===== config.mk =====
export PLATFORM = sky130hd
export DESIGN_NAME = turn_marker_qualifier_core
export DESIGN_NICKNAME = d
export VERILOG_FILES = /design/src/rtl/tmq_pkg.sv /design/src/rtl/turn_marker_qualifier_core.sv
export SDC_FILE = /design/constraint.sdc
export NUM_CORES = 1
export LEC_CHECK = 0
export BUFFER_PORTS_ARGS = -buffer_cell sky130_fd_sc_hd__buf_4
export CAP_MARGIN = 0
export CELL_PAD_IN_SITES_DETAIL_PLACEMENT = 0
export CELL_PAD_IN_SITES_GLOBAL_PLACEMENT = 1
export CORE_MARGIN = 8
export CORE_UTILIZATION = 44
export CTS_CLUSTER_SIZE = 25
export DETAILED_ROUTE_END_ITERATION = 10
export PLACE_DENSITY_LB_ADDON = 0.08
export SYNTH_ARGS = -nofsm -noshare
export SYNTH_HDL_FRONTEND = slang
export SYNTH_SLANG_ARGS = --single-unit

===== constraint.sdc =====
create_clock -name clk -period 15.85 [get_ports clk]
set_clock_uncertainty 0.1 [all_clocks]
set_input_delay 0 -clock clk [delete_from_list [all_inputs] [get_ports clk]]
set_output_delay 0 -clock clk [all_outputs]
set_load 0.005 [all_outputs]

===== src/rtl/tmq_pkg.sv =====
// Package for the turn marker qualifier: payload types, register map and result codes.
`timescale 1ns / 1ps

package tmq_pkg;

  localparam int unsigned SAMPLE_W   = 10;
  localparam int unsigned TIME_W     = 32;
  localparam int unsigned CONFIRM_W  = 16;
  localparam int unsigned MINCNT_W   = 3;
  localparam int unsigned CFG_AW     = 5;
  localparam int unsigned CFG_DW     = 32;
  localparam int unsigned MISS_LIMIT_DEF = 3;

  // Register map, in word order.
  typedef enum logic [2:0] {
    REG_DARK_THRESHOLD    = 3'd0,
    REG_GREEN_LOW         = 3'd1,
    REG_GREEN_HIGH        = 3'd2,
    REG_GREEN_PAIR_DIFF   = 3'd3,
    REG_WHITE_LEVEL       = 3'd4,
    REG_CORNER_MIN_COUNT  = 3'd5,
    REG_GREEN_SETTLE_MS   = 3'd6,
    REG_CORNER_CONFIRM_MS = 3'd7
  } reg_idx_t;

  localparam logic [SAMPLE_W-1:0]  DARK_THRESHOLD_RST    = 10'd500;
  localparam logic [SAMPLE_W-1:0]  GREEN_LOW_RST         = 10'd120;
  localparam logic [SAMPLE_W-1:0]  GREEN_HIGH_RST        = 10'd280;
  localparam logic [SAMPLE_W-1:0]  GREEN_PAIR_DIFF_RST   = 10'd80;
  localparam logic [SAMPLE_W-1:0]  WHITE_LEVEL_RST       = 10'd80;
  localparam logic [MINCNT_W-1:0]  CORNER_MIN_COUNT_RST  = 3'd3;
  localparam logic [CONFIRM_W-1:0] GREEN_SETTLE_MS_RST   = 16'd50;
  localparam logic [CONFIRM_W-1:0] CORNER_CONFIRM_MS_RST = 16'd50;

  // Turn directions and reasons as carried in a result beat.
  localparam logic signed [1:0] DIR_NONE  = 2'sb00;
  localparam logic signed [1:0] DIR_LEFT  = 2'sb01;
  localparam logic signed [1:0] DIR_RIGHT = 2'sb11;

  localparam logic [1:0] CAUSE_NONE   = 2'd0;
  localparam logic [1:0] CAUSE_GREEN  = 2'd1;
  localparam logic [1:0] CAUSE_CORNER = 2'd2;

  typedef struct packed {
    logic [SAMPLE_W-1:0] sample_0;
    logic [SAMPLE_W-1:0] sample_1;
    logic [SAMPLE_W-1:0] sample_2;
    logic [SAMPLE_W-1:0] sample_3;
    logic [SAMPLE_W-1:0] sample_4;
    logic [SAMPLE_W-1:0] sample_5;
    logic [SAMPLE_W-1:0] sample_6;
    logic [SAMPLE_W-1:0] sample_7;
    logic [TIME_W-1:0]   time_ms;
    logic                clear_request;
  } in_item_t;

  typedef struct packed {
    logic signed [1:0] turn_direction;
    logic [1:0]        turn_reason;
    logic              detect_pending;
  } out_item_t;

  typedef struct packed {
    logic [SAMPLE_W-1:0]  dark_threshold;
    logic [SAMPLE_W-1:0]  green_low;
    logic [SAMPLE_W-1:0]  green_high;
    logic [SAMPLE_W-1:0]  green_pair_diff;
    logic [SAMPLE_W-1:0]  white_level;
    logic [MINCNT_W-1:0]  corner_min_count;
    logic [CONFIRM_W-1:0] green_settle_ms;
    logic [CONFIRM_W-1:0] corner_confirm_ms;
  } cfg_t;

  // A pair is green when its floor average lies in the window and the
  // two samples are close to each other.
  function automatic logic pair_green(input logic [SAMPLE_W-1:0] a,
                                      input logic [SAMPLE_W-1:0] b,
                                      input cfg_t cfg);
    logic [SAMPLE_W:0]   sum;
    logic [SAMPLE_W-1:0] avg;
    logic [SAMPLE_W-1:0] diff;
    sum  = {1'b0, a} + {1'b0, b};
    avg  = sum[SAMPLE_W:1];
    diff = (a > b) ? (a - b) : (b - a);
    return (avg >= cfg.green_low) && (avg <= cfg.green_high) &&
           (diff <= cfg.green_pair_diff);
  endfunction

  function automatic logic pair_white(input logic [SAMPLE_W-1:0] a,
                                      input logic [SAMPLE_W-1:0] b,
                                      input cfg_t cfg);
    return (a < cfg.white_level) && (b < cfg.white_level);
  endfunction

endpackage


===== src/rtl/turn_marker_qualifier_core.sv =====
// Top level of the turn marker qualifier: register file, input stage, detectors, result stage.
`timescale 1ns / 1ps

// Flow: an accepted frame is held and evaluated in the input register, and its result beat is
// registered into out_data once the result register is free. Throughput: one frame per cycle
// while out_ready stays high; the compare logic and detector update fit in a single stage.
// Reset: rst_n is synchronous and active low; it returns every configuration register to its
// default, idles both detectors and empties both pipeline registers.
module turn_marker_qualifier_core
  import tmq_pkg::*;
#(
  parameter int unsigned MISS_LIMIT = MISS_LIMIT_DEF
) (
  input  logic                clk,
  input  logic                rst_n,
  // Frame channel.
  input  logic                in_valid,
  output logic                in_ready,
  input  in_item_t            in_data,
  // Result channel.
  output logic                out_valid,
  input  logic                out_ready,
  output out_item_t           out_data,
  // Configuration port.
  input  logic                psel,
  input  logic                penable,
  input  logic                pwrite,
  input  logic [CFG_AW-1:0]   paddr,
  input  logic [CFG_DW-1:0]   pwdata,
  output logic [CFG_DW-1:0]   prdata,
  output logic                pready
);

  // The miss counters only need to reach MISS_LIMIT itself.
  localparam int unsigned MissW = $clog2(MISS_LIMIT + 1);
  localparam logic [MissW-1:0] MissLimitC = MissW'(MISS_LIMIT);

  // ---------------------------------------------------------------------------------------------
  // Configuration registers. Writes land in the access phase; reads are purely combinational.
  // ---------------------------------------------------------------------------------------------
  cfg_t     cfg_r;
  reg_idx_t cfg_idx;
  logic     cfg_wr;

  assign pready  = 1'b1;
  assign cfg_idx = reg_idx_t'(paddr[CFG_AW-1:2]);
  assign cfg_wr  = psel && penable && pwrite;

  always_ff @(posedge clk) begin
    if (!rst_n) begin
      cfg_r.dark_threshold    <= DARK_THRESHOLD_RST;
      cfg_r.green_low         <= GREEN_LOW_RST;
      cfg_r.green_high        <= GREEN_HIGH_RST;
      cfg_r.green_pair_diff   <= GREEN_PAIR_DIFF_RST;
      cfg_r.white_level       <= WHITE_LEVEL_RST;
      cfg_r.corner_min_count  <= CORNER_MIN_COUNT_RST;
      cfg_r.green_settle_ms   <= GREEN_SETTLE_MS_RST;
      cfg_r.corner_confirm_ms <= CORNER_CONFIRM_MS_RST;
    end else if (cfg_wr) begin
      unique case (cfg_idx)
        REG_DARK_THRESHOLD:    cfg_r.dark_threshold    <= pwdata[SAMPLE_W-1:0];
        REG_GREEN_LOW:         cfg_r.green_low         <= pwdata[SAMPLE_W-1:0];
        REG_GREEN_HIGH:        cfg_r.green_high        <= pwdata[SAMPLE_W-1:0];
        REG_GREEN_PAIR_DIFF:   cfg_r.green_pair_diff   <= pwdata[SAMPLE_W-1:0];
        REG_WHITE_LEVEL:       cfg_r.white_level       <= pwdata[SAMPLE_W-1:0];
        REG_CORNER_MIN_COUNT:  cfg_r.corner_min_count  <= pwdata[MINCNT_W-1:0];
        REG_GREEN_SETTLE_MS:   cfg_r.green_settle_ms   <= pwdata[CONFIRM_W-1:0];
        REG_CORNER_CONFIRM_MS: cfg_r.corner_confirm_ms <= pwdata[CONFIRM_W-1:0];
        default: ;
      endcase
    end
  end

  always_comb begin
    unique case (cfg_idx)
      REG_DARK_THRESHOLD:    prdata = CFG_DW'(cfg_r.dark_threshold);
      REG_GREEN_LOW:         prdata = CFG_DW'(cfg_r.green_low);
      REG_GREEN_HIGH:        prdata = CFG_DW'(cfg_r.green_high);
      REG_GREEN_PAIR_DIFF:   prdata = CFG_DW'(cfg_r.green_pair_diff);
      REG_WHITE_LEVEL:       prdata = CFG_DW'(cfg_r.white_level);
      REG_CORNER_MIN_COUNT:  prdata = CFG_DW'(cfg_r.corner_min_count);
      REG_GREEN_SETTLE_MS:   prdata = CFG_DW'(cfg_r.green_settle_ms);
      REG_CORNER_CONFIRM_MS: prdata = CFG_DW'(cfg_r.corner_confirm_ms);
      default:               prdata = '0;
    endcase
  end

  // ---------------------------------------------------------------------------------------------
  // Pipeline control. The input register holds one frame; it is evaluated and moved into the
  // result register whenever that register is empty or its beat is being taken. The detector
  // state is updated at the same edge, so the next frame always sees the state left by this one.
  // ---------------------------------------------------------------------------------------------
  logic      s1_valid_r;
  in_item_t  s1_r;
  logic      out_valid_r;
  out_item_t out_r;
  out_item_t res_nxt;
  logic      advance;

  assign advance   = s1_valid_r && (!out_valid_r || out_ready);
  assign in_ready  = !s1_valid_r || advance;
  assign out_valid = out_valid_r;
  assign out_data  = out_r;

  always_ff @(posedge clk) begin
    if (!rst_n) begin
      s1_valid_r <= 1'b0;
    end else if (in_ready) begin
      s1_valid_r <= in_valid;
    end
  end

  always_ff @(posedge clk) begin
    if (in_valid && in_ready) begin
      s1_r <= in_data;
    end
  end

  always_ff @(posedge clk) begin
    if (!rst_n) begin
      out_valid_r <= 1'b0;
    end else if (advance) begin
      out_valid_r <= 1'b1;
    end else if (out_ready) begin
      out_valid_r <= 1'b0;
    end
  end

  always_ff @(posedge clk) begin
    if (advance) begin
      out_r <= res_nxt;
    end
  end

  // ---------------------------------------------------------------------------------------------
  // Frame features: dark counts per side and the green and white pair tests. Sensors 0..3 form
  // the right side and 4..7 the left side; each side has three adjacent pairs.
  // ---------------------------------------------------------------------------------------------
  logic [SAMPLE_W-1:0] smp [8];
  logic [2:0]          right_dark;
  logic [2:0]          left_dark;
  logic                green_l, green_r, white_l, white_r;
  logic                valid_l, valid_r;
  logic                corner_l, corner_r;

  assign smp[0] = s1_r.sample_0;
  assign smp[1] = s1_r.sample_1;
  assign smp[2] = s1_r.sample_2;
  assign smp[3] = s1_r.sample_3;
  assign smp[4] = s1_r.sample_4;
  assign smp[5] = s1_r.sample_5;
  assign smp[6] = s1_r.sample_6;
  assign smp[7] = s1_r.sample_7;

  always_comb begin
    right_dark = '0;
    left_dark  = '0;
    green_l    = 1'b0;
    green_r    = 1'b0;
    white_l    = 1'b0;
    white_r    = 1'b0;
    for (int i = 0; i < 4; i++) begin
      right_dark = right_dark + 3'(smp[i] > cfg_r.dark_threshold);
      left_dark  = left_dark + 3'(smp[i+4] > cfg_r.dark_threshold);
    end
    for (int i = 0; i < 3; i++) begin
      green_r = green_r | pair_green(smp[i], smp[i+1], cfg_r);
      green_l = green_l | pair_green(smp[i+4], smp[i+5], cfg_r);
      white_r = white_r | pair_white(smp[i], smp[i+1], cfg_r);
      white_l = white_l | pair_white(smp[i+4], smp[i+5], cfg_r);
    end
  end

  // A green marker counts only when it shows on one side and the other side sees white.
  assign valid_l  = green_l && !green_r && white_r;
  assign valid_r  = green_r && !green_l && white_l;
  // A corner needs enough dark sensors on one side and at most one on the other.
  assign corner_l = ({1'b0, left_dark} >= {1'b0, cfg_r.corner_min_count}) && (right_dark <= 3'd1);
  assign corner_r = ({1'b0, right_dark} >= {1'b0, cfg_r.corner_min_count}) && (left_dark <= 3'd1);

  // ---------------------------------------------------------------------------------------------
  // Detector state and its next value.
  // ---------------------------------------------------------------------------------------------
  logic              green_active_r,  green_active_nxt;
  logic [TIME_W-1:0] green_start_r,   green_start_nxt;
  logic              green_left_r,    green_left_nxt;
  logic [MissW-1:0]  green_misses_r,  green_misses_nxt;
  logic              corner_active_r, corner_active_nxt;
  logic [TIME_W-1:0] corner_start_r,  corner_start_nxt;
  logic              corner_left_r,   corner_left_nxt;
  logic [MissW-1:0]  corner_misses_r, corner_misses_nxt;

  logic [TIME_W-1:0] green_elapsed;
  logic [TIME_W-1:0] corner_elapsed;
  logic              green_done;
  logic              corner_done;

  // Elapsed times are taken against the start time after this frame, so a detector that starts
  // now reads zero; the subtraction wraps with the timestamp.
  assign green_elapsed  = s1_r.time_ms - green_start_nxt;
  assign corner_elapsed = s1_r.time_ms - corner_start_nxt;
  assign green_done     = green_elapsed >= TIME_W'(cfg_r.green_settle_ms);
  assign corner_done    = corner_elapsed >= TIME_W'(cfg_r.corner_confirm_ms);

  always_comb begin
    logic [MissW-1:0] g_miss_inc;
    logic [MissW-1:0] c_miss_inc;
    logic             green_emit;
    logic             corner_eval;

    green_active_nxt  = green_active_r;
    green_start_nxt   = green_start_r;
    green_left_nxt    = green_left_r;
    green_misses_nxt  = green_misses_r;
    corner_active_nxt = corner_active_r;
    corner_start_nxt  = corner_start_r;
    corner_left_nxt   = corner_left_r;
    corner_misses_nxt = corner_misses_r;
    g_miss_inc        = green_misses_r + MissW'(1);
    c_miss_inc        = corner_misses_r + MissW'(1);
    green_emit        = 1'b0;
    corner_eval       = 1'b0;

    if (s1_r.clear_request) begin
      // A clear beat idles both detectors and reports nothing.
      green_active_nxt  = 1'b0;
      green_misses_nxt  = '0;
      corner_active_nxt = 1'b0;
      corner_misses_nxt = '0;
    end else if (valid_l || valid_r) begin
      // Green seen: it owns the frame and cancels any corner in progress.
      green_misses_nxt = '0;
      if (!green_active_r) begin
        green_active_nxt = 1'b1;
        green_start_nxt  = s1_r.time_ms;
        green_left_nxt   = valid_l;
      end else if (valid_l != green_left_r) begin
        green_active_nxt = 1'b0;
      end
      corner_active_nxt = 1'b0;
      green_emit        = green_active_nxt;
    end else begin
      corner_eval = 1'b1;
      if (green_active_r) begin
        if (g_miss_inc >= MissLimitC) begin
          green_active_nxt = 1'b0;
          green_misses_nxt = '0;
        end else begin
          green_misses_nxt = g_miss_inc;
          // A still-running green detector that has matured wins over the corner test.
          if (green_done) begin
            green_emit  = 1'b1;
            corner_eval = 1'b0;
          end
        end
      end
      if (corner_eval) begin
        if (corner_l || corner_r) begin
          corner_misses_nxt = '0;
          if (!corner_active_r) begin
            corner_active_nxt = 1'b1;
            corner_start_nxt  = s1_r.time_ms;
            corner_left_nxt   = corner_l;
          end
        end else if (corner_active_r) begin
          if (c_miss_inc >= MissLimitC) begin
            corner_active_nxt = 1'b0;
            corner_misses_nxt = '0;
          end else begin
            corner_misses_nxt = c_miss_inc;
          end
        end
      end
    end

    res_nxt.detect_pending = green_active_nxt || corner_active_nxt;
    if (green_emit && green_done) begin
      res_nxt.turn_direction = green_left_nxt ? DIR_LEFT : DIR_RIGHT;
      res_nxt.turn_reason    = CAUSE_GREEN;
    end else if (corner_eval && corner_active_nxt && corner_done) begin
      res_nxt.turn_direction = corner_left_nxt ? DIR_LEFT : DIR_RIGHT;
      res_nxt.turn_reason    = CAUSE_CORNER;
    end else begin
      res_nxt.turn_direction = DIR_NONE;
      res_nxt.turn_reason    = CAUSE_NONE;
    end
  end

  always_ff @(posedge clk) begin
    if (!rst_n) begin
      green_active_r  <= 1'b0;
      green_start_r   <= '0;
      green_left_r    <= 1'b0;
      green_misses_r  <= '0;
      corner_active_r <= 1'b0;
      corner_start_r  <= '0;
      corner_left_r   <= 1'b0;
      corner_misses_r <= '0;
    end else if (advance) begin
      green_active_r  <= green_active_nxt;
      green_start_r   <= green_start_nxt;
      green_left_r    <= green_left_nxt;
      green_misses_r  <= green_misses_nxt;
      corner_active_r <= corner_active_nxt;
      corner_start_r  <= corner_start_nxt;
      corner_left_r   <= corner_left_nxt;
      corner_misses_r <= corner_misses_nxt;
    end
  end

`ifndef NO_ASSERTIONS
  // A beat without a reason never carries a direction.
  a_reason_dir: assert property (@(posedge clk) disable iff (!rst_n)
    out_valid_r && (out_r.turn_reason == CAUSE_NONE) |-> (out_r.turn_direction == DIR_NONE))
    else $error("result beat has a direction but no reason");

  // Miss counters never reach the limit while stored.
  a_miss_bound: assert property (@(posedge clk) disable iff (!rst_n)
    (green_misses_r < MissLimitC) && (corner_misses_r < MissLimitC))
    else $error("miss counter reached its limit");

  // A clear beat leaves both detectors idle.
  a_clear: assert property (@(posedge clk) disable iff (!rst_n)
    advance && s1_r.clear_request |=> !green_active_r && !corner_active_r)
    else $error("detector still active after clear");

  // The pending flag of a fresh result matches the detector state it left behind.
  a_pending: assert property (@(posedge clk) disable iff (!rst_n)
    advance |=> out_r.detect_pending == (green_active_r || corner_active_r))
    else $error("pending flag disagrees with detector state");
`endif

endmodule


==> flow_summary.toml, run 1 <==
[outcome]
run_status = "complete, no violations"

[die]
die_width_microns = 274
dieHeight_microns = 274
start_util = 0.445
core_area_sq_um = 65900
die-area_sq_um = 75100
std_cell_rows = 94
ioPinCount = 197

[timing]
setup_viol_count_final = 0
finalHoldWorstSlack_ns = 0.0409
rsz0062_at_grt = "true"
timing_worst_slew_pin_value_ns = 1.17
final_number_of_max_transition_violations = 0
final_hold_viol_count = 0
relSlewSlack = 0.215
achievable-frequency_mhz = 65.3
final.period_utilization = 0.966
post-route-min-period_ns = 15.31

[global_routing]
global_route_wire_length_before_repair_microns = 160000
first_global_vias = 27200
overflow = 0
grt_antenna_before_repair = 3
grt_max_degree = 69
grt.total_usage = 0.274

[clock_network]
cts_max_level = 2
cts-buffers-inserted = 36
worst_skew_pair.late_latency_ns = 0.57
root_buffer = "clkbuf_16"
tritoncts = "done"
clk_pin_slew_worst_paths_ns = 0.06
cts_sinks = 277
clock_path_buffers = 3

[worst_setup_path]
reg2reg_depth = 85
crit-reg2reg-capture = "out_data[4]$_DFFE_PP_"
critPathSlowestCell = "edfxtp_1"
critPathRequiredTime_ns = 16.06
worstSetupEndpointType = "flip-flop"
cp-endpoint = "out_data[4]$_DFFE_PP_"
cp_data_arrival_time_ns = 15.52
max_stage_delay_ns = 0.41
timing_worst_setup_path_type = "flip-flop to flip-flop"
worst_setup_path_startpoint = "s1_r[53]$_DFFE_PP_"
path_buf_inv = 7
crit_path_max_fanout = 7
critPathLaunchType = "flip-flop"
critical_path.most_common_cell = "a21o_1"
rr_startpoint = "s1_r[53]$_DFFE_PP_"
cpLargestDelayFamily = "compound AO/OA/AOI/OAI gates"
reg2reg_slack_ns = 0.54
worst-path-stages = 85

[finish]
final_nets = 4638
n_antenna_cell = 0
commonest_cells_after_routing_fill_and_taps_aside = "ha_1, buf_4, nor2_1, a21oi_1, inv_1"
drive_gt1_frac = 0.166
syn2layout_area_growth_pct = 23.7
multi_input_comb_area_sq_um = 21800
seqCellArea_sq_um = 6730
layout.cells.most_common = "ha_1"
filler_cell_count = 6016

[synthesis]
synth_simple_gate_area_share = 0.140
syn-instance-count = 3364
synth_xor_xnor_area_share = 0.0392
post_synth_instance_area_sq_um = 29300
synth-edff-count = 118
synth.lib_cells_used.distinct = 85
post_synth_mux_area_share = 0.0725
synth_top_flop_cell = "dfxtp_1"
ys.warnings.count = 0
dominant_combinational_cell_family_by_area_after_synthesis = "adder cells"
synth.avg_cell_area_sq_um = 8.71
yosys_register_bits = 277
ys_async_sr_fraction = 0
share_of_the_synthesized_area_in_compound_gates_ao_oa_aoi_oai = 0.188
yosysSeqAreaShare = 0.230
adder_cell_share_of_the_synthesized_area = 0.276

[placed_design]
dp_hpwl_microns = 81700
place_congestion = 0.925
port-buffer-count = 161

[pwr]
sw_frac_of_total = 0.378
comb_power_share = 0.457
p_seq_frac = 0.274
p_int_w = 0.00184
total_power_w = 0.00296
max-vdd-ir-drop_uv = 97.9
pwr_density_cell_nw_per_um2 = 81.9
power_switching_w = 0.00112
cellLeakagePower_nw = 16.5
proportion_of_power_drawn_by_the_clock_network = 0.269

[run]
maxCapViolations = 0

[detailed_routing]
post_drt_wl_per_cell_microns = 22.6
antenna_left = 0
drc = 0
vias = 26900
detailed_routing_iterations_pass_1 = 5
drt-vias-per-instance = 5.69
wl_microns = 107000
drt-initial-drc-count = 1572

[min_path]
hold_class = "input port to flip-flop"
[what timing repair did]
action / 4_1_cts / 5_1_grt
endpoints found under the hold margin: 202 / 0
setup endpoints to repair: 3 / 3
resized for setup: 23 / 175
hold buffers: 135 / 0
setup buffers: 0 / 30
pin swaps: 9 / 139
[final cells by class]
cell class / instances / share of cell area
Inverter: 270 / 0.0281
Timing Repair Buffer: 547 / 0.124
Multi-Input combinational cell: 2716 / 0.601
Clock buffer: 50 / 0.0278
Clock inverter: 14 / 0.00314
Tap cell: 864 / 0.0299
Sequential cell: 277 / 0.186
[logic make-up (layout without fill, tap and decap cells)]
kind of cell | count (synthesis) | count (layout)
buf+inv | 386 | 881
simple gates | 873 | 873
other cells | 2 | 17
mux | 204 | 204
flops | 277 | 277
fa+ha+maj | 634 | 634
compound gates | 857 | 857
xor+xnor | 131 | 131
[registers in the layout (all words and copies together) (netlist names)]
register	cells
out_data	5
corner_misses_r	2
s1_valid_r	1
green_left_r	1
green_active_r	1
s1_r	113
corner_start_r	32
cfg_r	85
green_misses_r	2
corner_active_r	1
green_start_r	32
corner_left_r	1
out_valid	1
[synth_stat cells (53+ instances only)]
library cell,instances,share of area
dfxtp_1,159,0.11
nand2_1,246,0.032
inv_1,267,0.034
ha_1,611,0.26
mux2i_1,175,0.060
o21ai_0,119,0.020
edfxtp_1,118,0.12
a211oi_1,53,0.014
a21oi_1,301,0.051
clkbuf_1,85,0.011
a21o_1,123,0.032
xnor2_1,85,0.025
nor2_1,298,0.038
[per-stage QoR]
stage | setup TNS, ns | cells | util | worst slack (ns) | instance area (sq um)
3_5_place_dp | -1.45 | 4509 | 0.497 | -0.524 | 32700
5_1_grt | -0.695 | 4738 | 0.550 | -0.242 | 36200
4_1_cts | 0 | 4708 | 0.536 | 0.0184 | 35300
2_1_floorplan | 0 | 3379 | - | 0.0246 | 29300
3_3_place_gp | -0.575 | 4509 | 0.497 | -0.224 | 32700
6_report | 0 | 4738 | 0.550 | 0.536 | 36200
[how the worst min path moves through the flow]
| stage | start | end | slack [ns] | depth (start not counted) |
|---|---|---|---|---|
| after floorplan | in_data[0] | s1_r[0]$_DFFE_PP_ | -0.001 | 0 |
| after global placement | in_data[105] | s1_r[105]$_DFFE_PP_ | 0.08 | 1 |
| after detailed placement | in_data[35] | s1_r[35]$_DFFE_PP_ | 0.08 | 1 |
| after CTS | in_data[14] | s1_r[14]$_DFFE_PP_ | 0.006 | 2 |
| after global routing | in_data[107] | s1_r[107]$_DFFE_PP_ | 0.02 | 2 |
| final | in_data[14] | s1_r[14]$_DFFE_PP_ | 0.04 | 2 |
[power groups by stage]
stage                     sequential, W  clock (W)  combinational, W
after floorplan                0.000820          0          0.000819
after global placement         0.000827          0           0.00120
after detailed placement       0.000827          0           0.00122
after CTS                      0.000813   0.000819           0.00127
after global routing           0.000817   0.000842           0.00149
final                          0.000813   0.000797           0.00135
[layer usage]
metal,vias to the layer above,GRT usage,part of all wire
met5,-,0,0.00032
met4,6,0.113,0.045
li1,13100,-,-
met1,12900,0.331,0.42
met3,230,0.0346,0.046
met2,711,0.488,0.49
(Power assumes the default switching activity.)
==> run 2, diff against run 1 <==
--- a/config.mk
+++ b/config.mk
@@ -11,8 +11,9 @@
 export CELL_PAD_IN_SITES_GLOBAL_PLACEMENT = 1
 export CORE_MARGIN = 8
 export CORE_UTILIZATION = 44
-export CTS_CLUSTER_SIZE = 25
+export CTS_CLUSTER_SIZE = 10
 export DETAILED_ROUTE_END_ITERATION = 10
+export MAX_ROUTING_LAYER = met4
 export PLACE_DENSITY_LB_ADDON = 0.08
 export SYNTH_ARGS = -nofsm -noshare
 export SYNTH_HDL_FRONTEND = slang
==> flow_summary.toml, run 2 (synthesis gave the netlist of run 1 again) <==
[clock_network]
cts-buffers-inserted = 37
root_buffer = "clkbuf_16"
clk_pin_slew_worst_paths_ns = 0.06
cts_max_level = 2
clock_path_buffers = 3
worst_skew_pair.late_latency_ns = 0.58
cts_sinks = 277
tritoncts = "done"

[worst_setup_path]
worstSetupEndpointType = "flip-flop"
crit_path_max_fanout = 9
critPathSlowestCell = "edfxtp_1"
critical_path.most_common_cell = "a21o_1"
critPathLaunchType = "flip-flop"
cp_data_arrival_time_ns = 15.44
timing_worst_setup_path_type = "flip-flop to flip-flop"
max_stage_delay_ns = 0.41
reg2reg_slack_ns = 0.61
critPathRequiredTime_ns = 16.06

[detailed_routing]
drt-vias-per-instance = 5.71
detailed_routing_iterations_pass_1 = 5
antenna_left = 0
drt-initial-drc-count = 1533
drc = 0
wl_microns = 109000
post_drt_wl_per_cell_microns = 23.0
vias = 27100

[finish]
drive_gt1_frac = 0.161
syn2layout_area_growth_pct = 23.9
layout.cells.most_common = "ha_1"
postLayoutCoreUtil = 0.551
final_nets = 4640
largest_reg_flops = 113
largest_regs = "s1_r x113, cfg_r x85"
commonest_cells_after_routing_fill_and_taps_aside = "ha_1, buf_4, nor2_1, a21oi_1, inv_1"
registers.top_by_ff_count = "s1_r"

[pwr]
max-vdd-ir-drop_uv = 89.4
pwr_density_cell_nw_per_um2 = 83.6
cellLeakagePower_nw = 16.5

[timing]
final_number_of_max_transition_violations = 0
post-route-min-period_ns = 15.24
timing_worst_slew_pin_value_ns = 1.08
relSlewSlack = 0.280
rsz0062_at_grt = "true"
setup_viol_count_final = 0
timing.final.ws_setup_ns = 0.614
final_hold_viol_count = 0
final.period_utilization = 0.961
achievable-frequency_mhz = 65.6

[outcome]
run_status = "complete, no violations"

[global_routing]
global_route_wire_length_before_repair_microns = 162000
overflow = 0
grt_antenna_before_repair = 0
grt_max_degree = 69
first_global_vias = 27400
grt.total_usage = 0.288

[placed_design]
port-buffer-count = 161
place_congestion = 0.936
dp_hpwl_microns = 82600
pre_cts_ws_ns = -0.662

[die]
std_cell_rows = 94
die_width_microns = 274
core_area_sq_um = 65900
ioPinCount = 197
start_util = 0.445
dieHeight_microns = 274
die-area_sq_um = 75100

[run]
maxCapViolations = 0

[min_path]
hold_class = "input port to flip-flop"
[run 2: cell types whose count changed in the layout (fill, tap and decap cells not counted), sizes merged]
cell / before / now
clkbuf: 50 / 63
clkinv: 11 / 4
clkinvlp: 2 / 0
diode: 0 / 2
bufinv: 0 / 1
dlygate4sd3: 135 / 134
[run 2: power by group]
group	switching, W	total (W)	leakage, nW	internal [W]
logic	0.000738	0.00135	13.5	0.000613
clock network	0.000356	0.000869	0.603	0.000513
registers	0.0000350	0.000813	2.44	0.000778
total	0.00113	0.00303	16.5	0.00190
[run 2: worst max-delay path: cells and delay by family (launching register included)]
kind | cells | cell delay, ns
AOI/OAI and AO/OA | 39 | 6.47
adders and majority gates | 8 | 2.04
and+or+nand+nor | 23 | 3.95
buffers and inverters | 8 | 1.01
muxes | 3 | 0.72
DFF | 1 | 0.41
xor gates and xnor gates | 2 | 0.24
[run 2: repair_timing]
action,in CTS,in global routing
endpoints found under the hold margin,202,0
cloned,0,1
pin swaps,19,103
setup endpoints to repair,3,3
buffers inserted,3,19
hold buffers,134,0
resized for setup,49,125
[run 2: path summary, 6_finish.rpt]
path / startpoint / endpoint / cells after the start
worst min-delay path: paddr[4] / cfg_r[43]$_SDFFE_PN0P_ / 4
worst max-delay path: s1_r[43]$_DFFE_PP_ / out_data[4]$_DFFE_PP_ / 83
worst max register to register: s1_r[43]$_DFFE_PP_ / out_data[4]$_DFFE_PP_ / 83
worst min register to register: cfg_r[74]$_SDFFE_PN0P_ / cfg_r[74]$_SDFFE_PN0P_ / 2
[run 2: metal layers]
metal	vias up	global-route usage	wire length (microns)
met5	-	-	0
met4	0	0.126	5330
met3	240	0.0329	5020
met2	730	0.493	53000
met1	13000	0.338	45800
li1	13100	-	-
[run 2: through the flow]
stage                     setup TNS [ns]  std cells  hold slack, ns  total power, W  area [sq um]
after CTS                              0       4724         0.00121         0.00299         35600
after global placement            -0.721       4520          0.0779         0.00203         32800
after detailed placement           -1.81       4520          0.0793         0.00205         32800
final                                  0       4744          0.0184         0.00303         36300
after global routing              -0.539       4742          0.0244         0.00322         36300
after floorplan                        0       3379        -0.00113         0.00164         29300
[run 2: cell type report]
| cell class | count | area, sq um |
|---|---|---|
| fillers | 6058 | 29600 |
| multi-input cells | 2716 | 21700 |
| flip-flops and latches | 277 | 6730 |
| repair buffers | 548 | 4520 |
| clock buffers | 61 | 1150 |
| well taps | 864 | 1080 |
| inverters | 270 | 1020 |
| clock inverters | 6 | 85.1 |
| diodes | 2 | 5.00 |
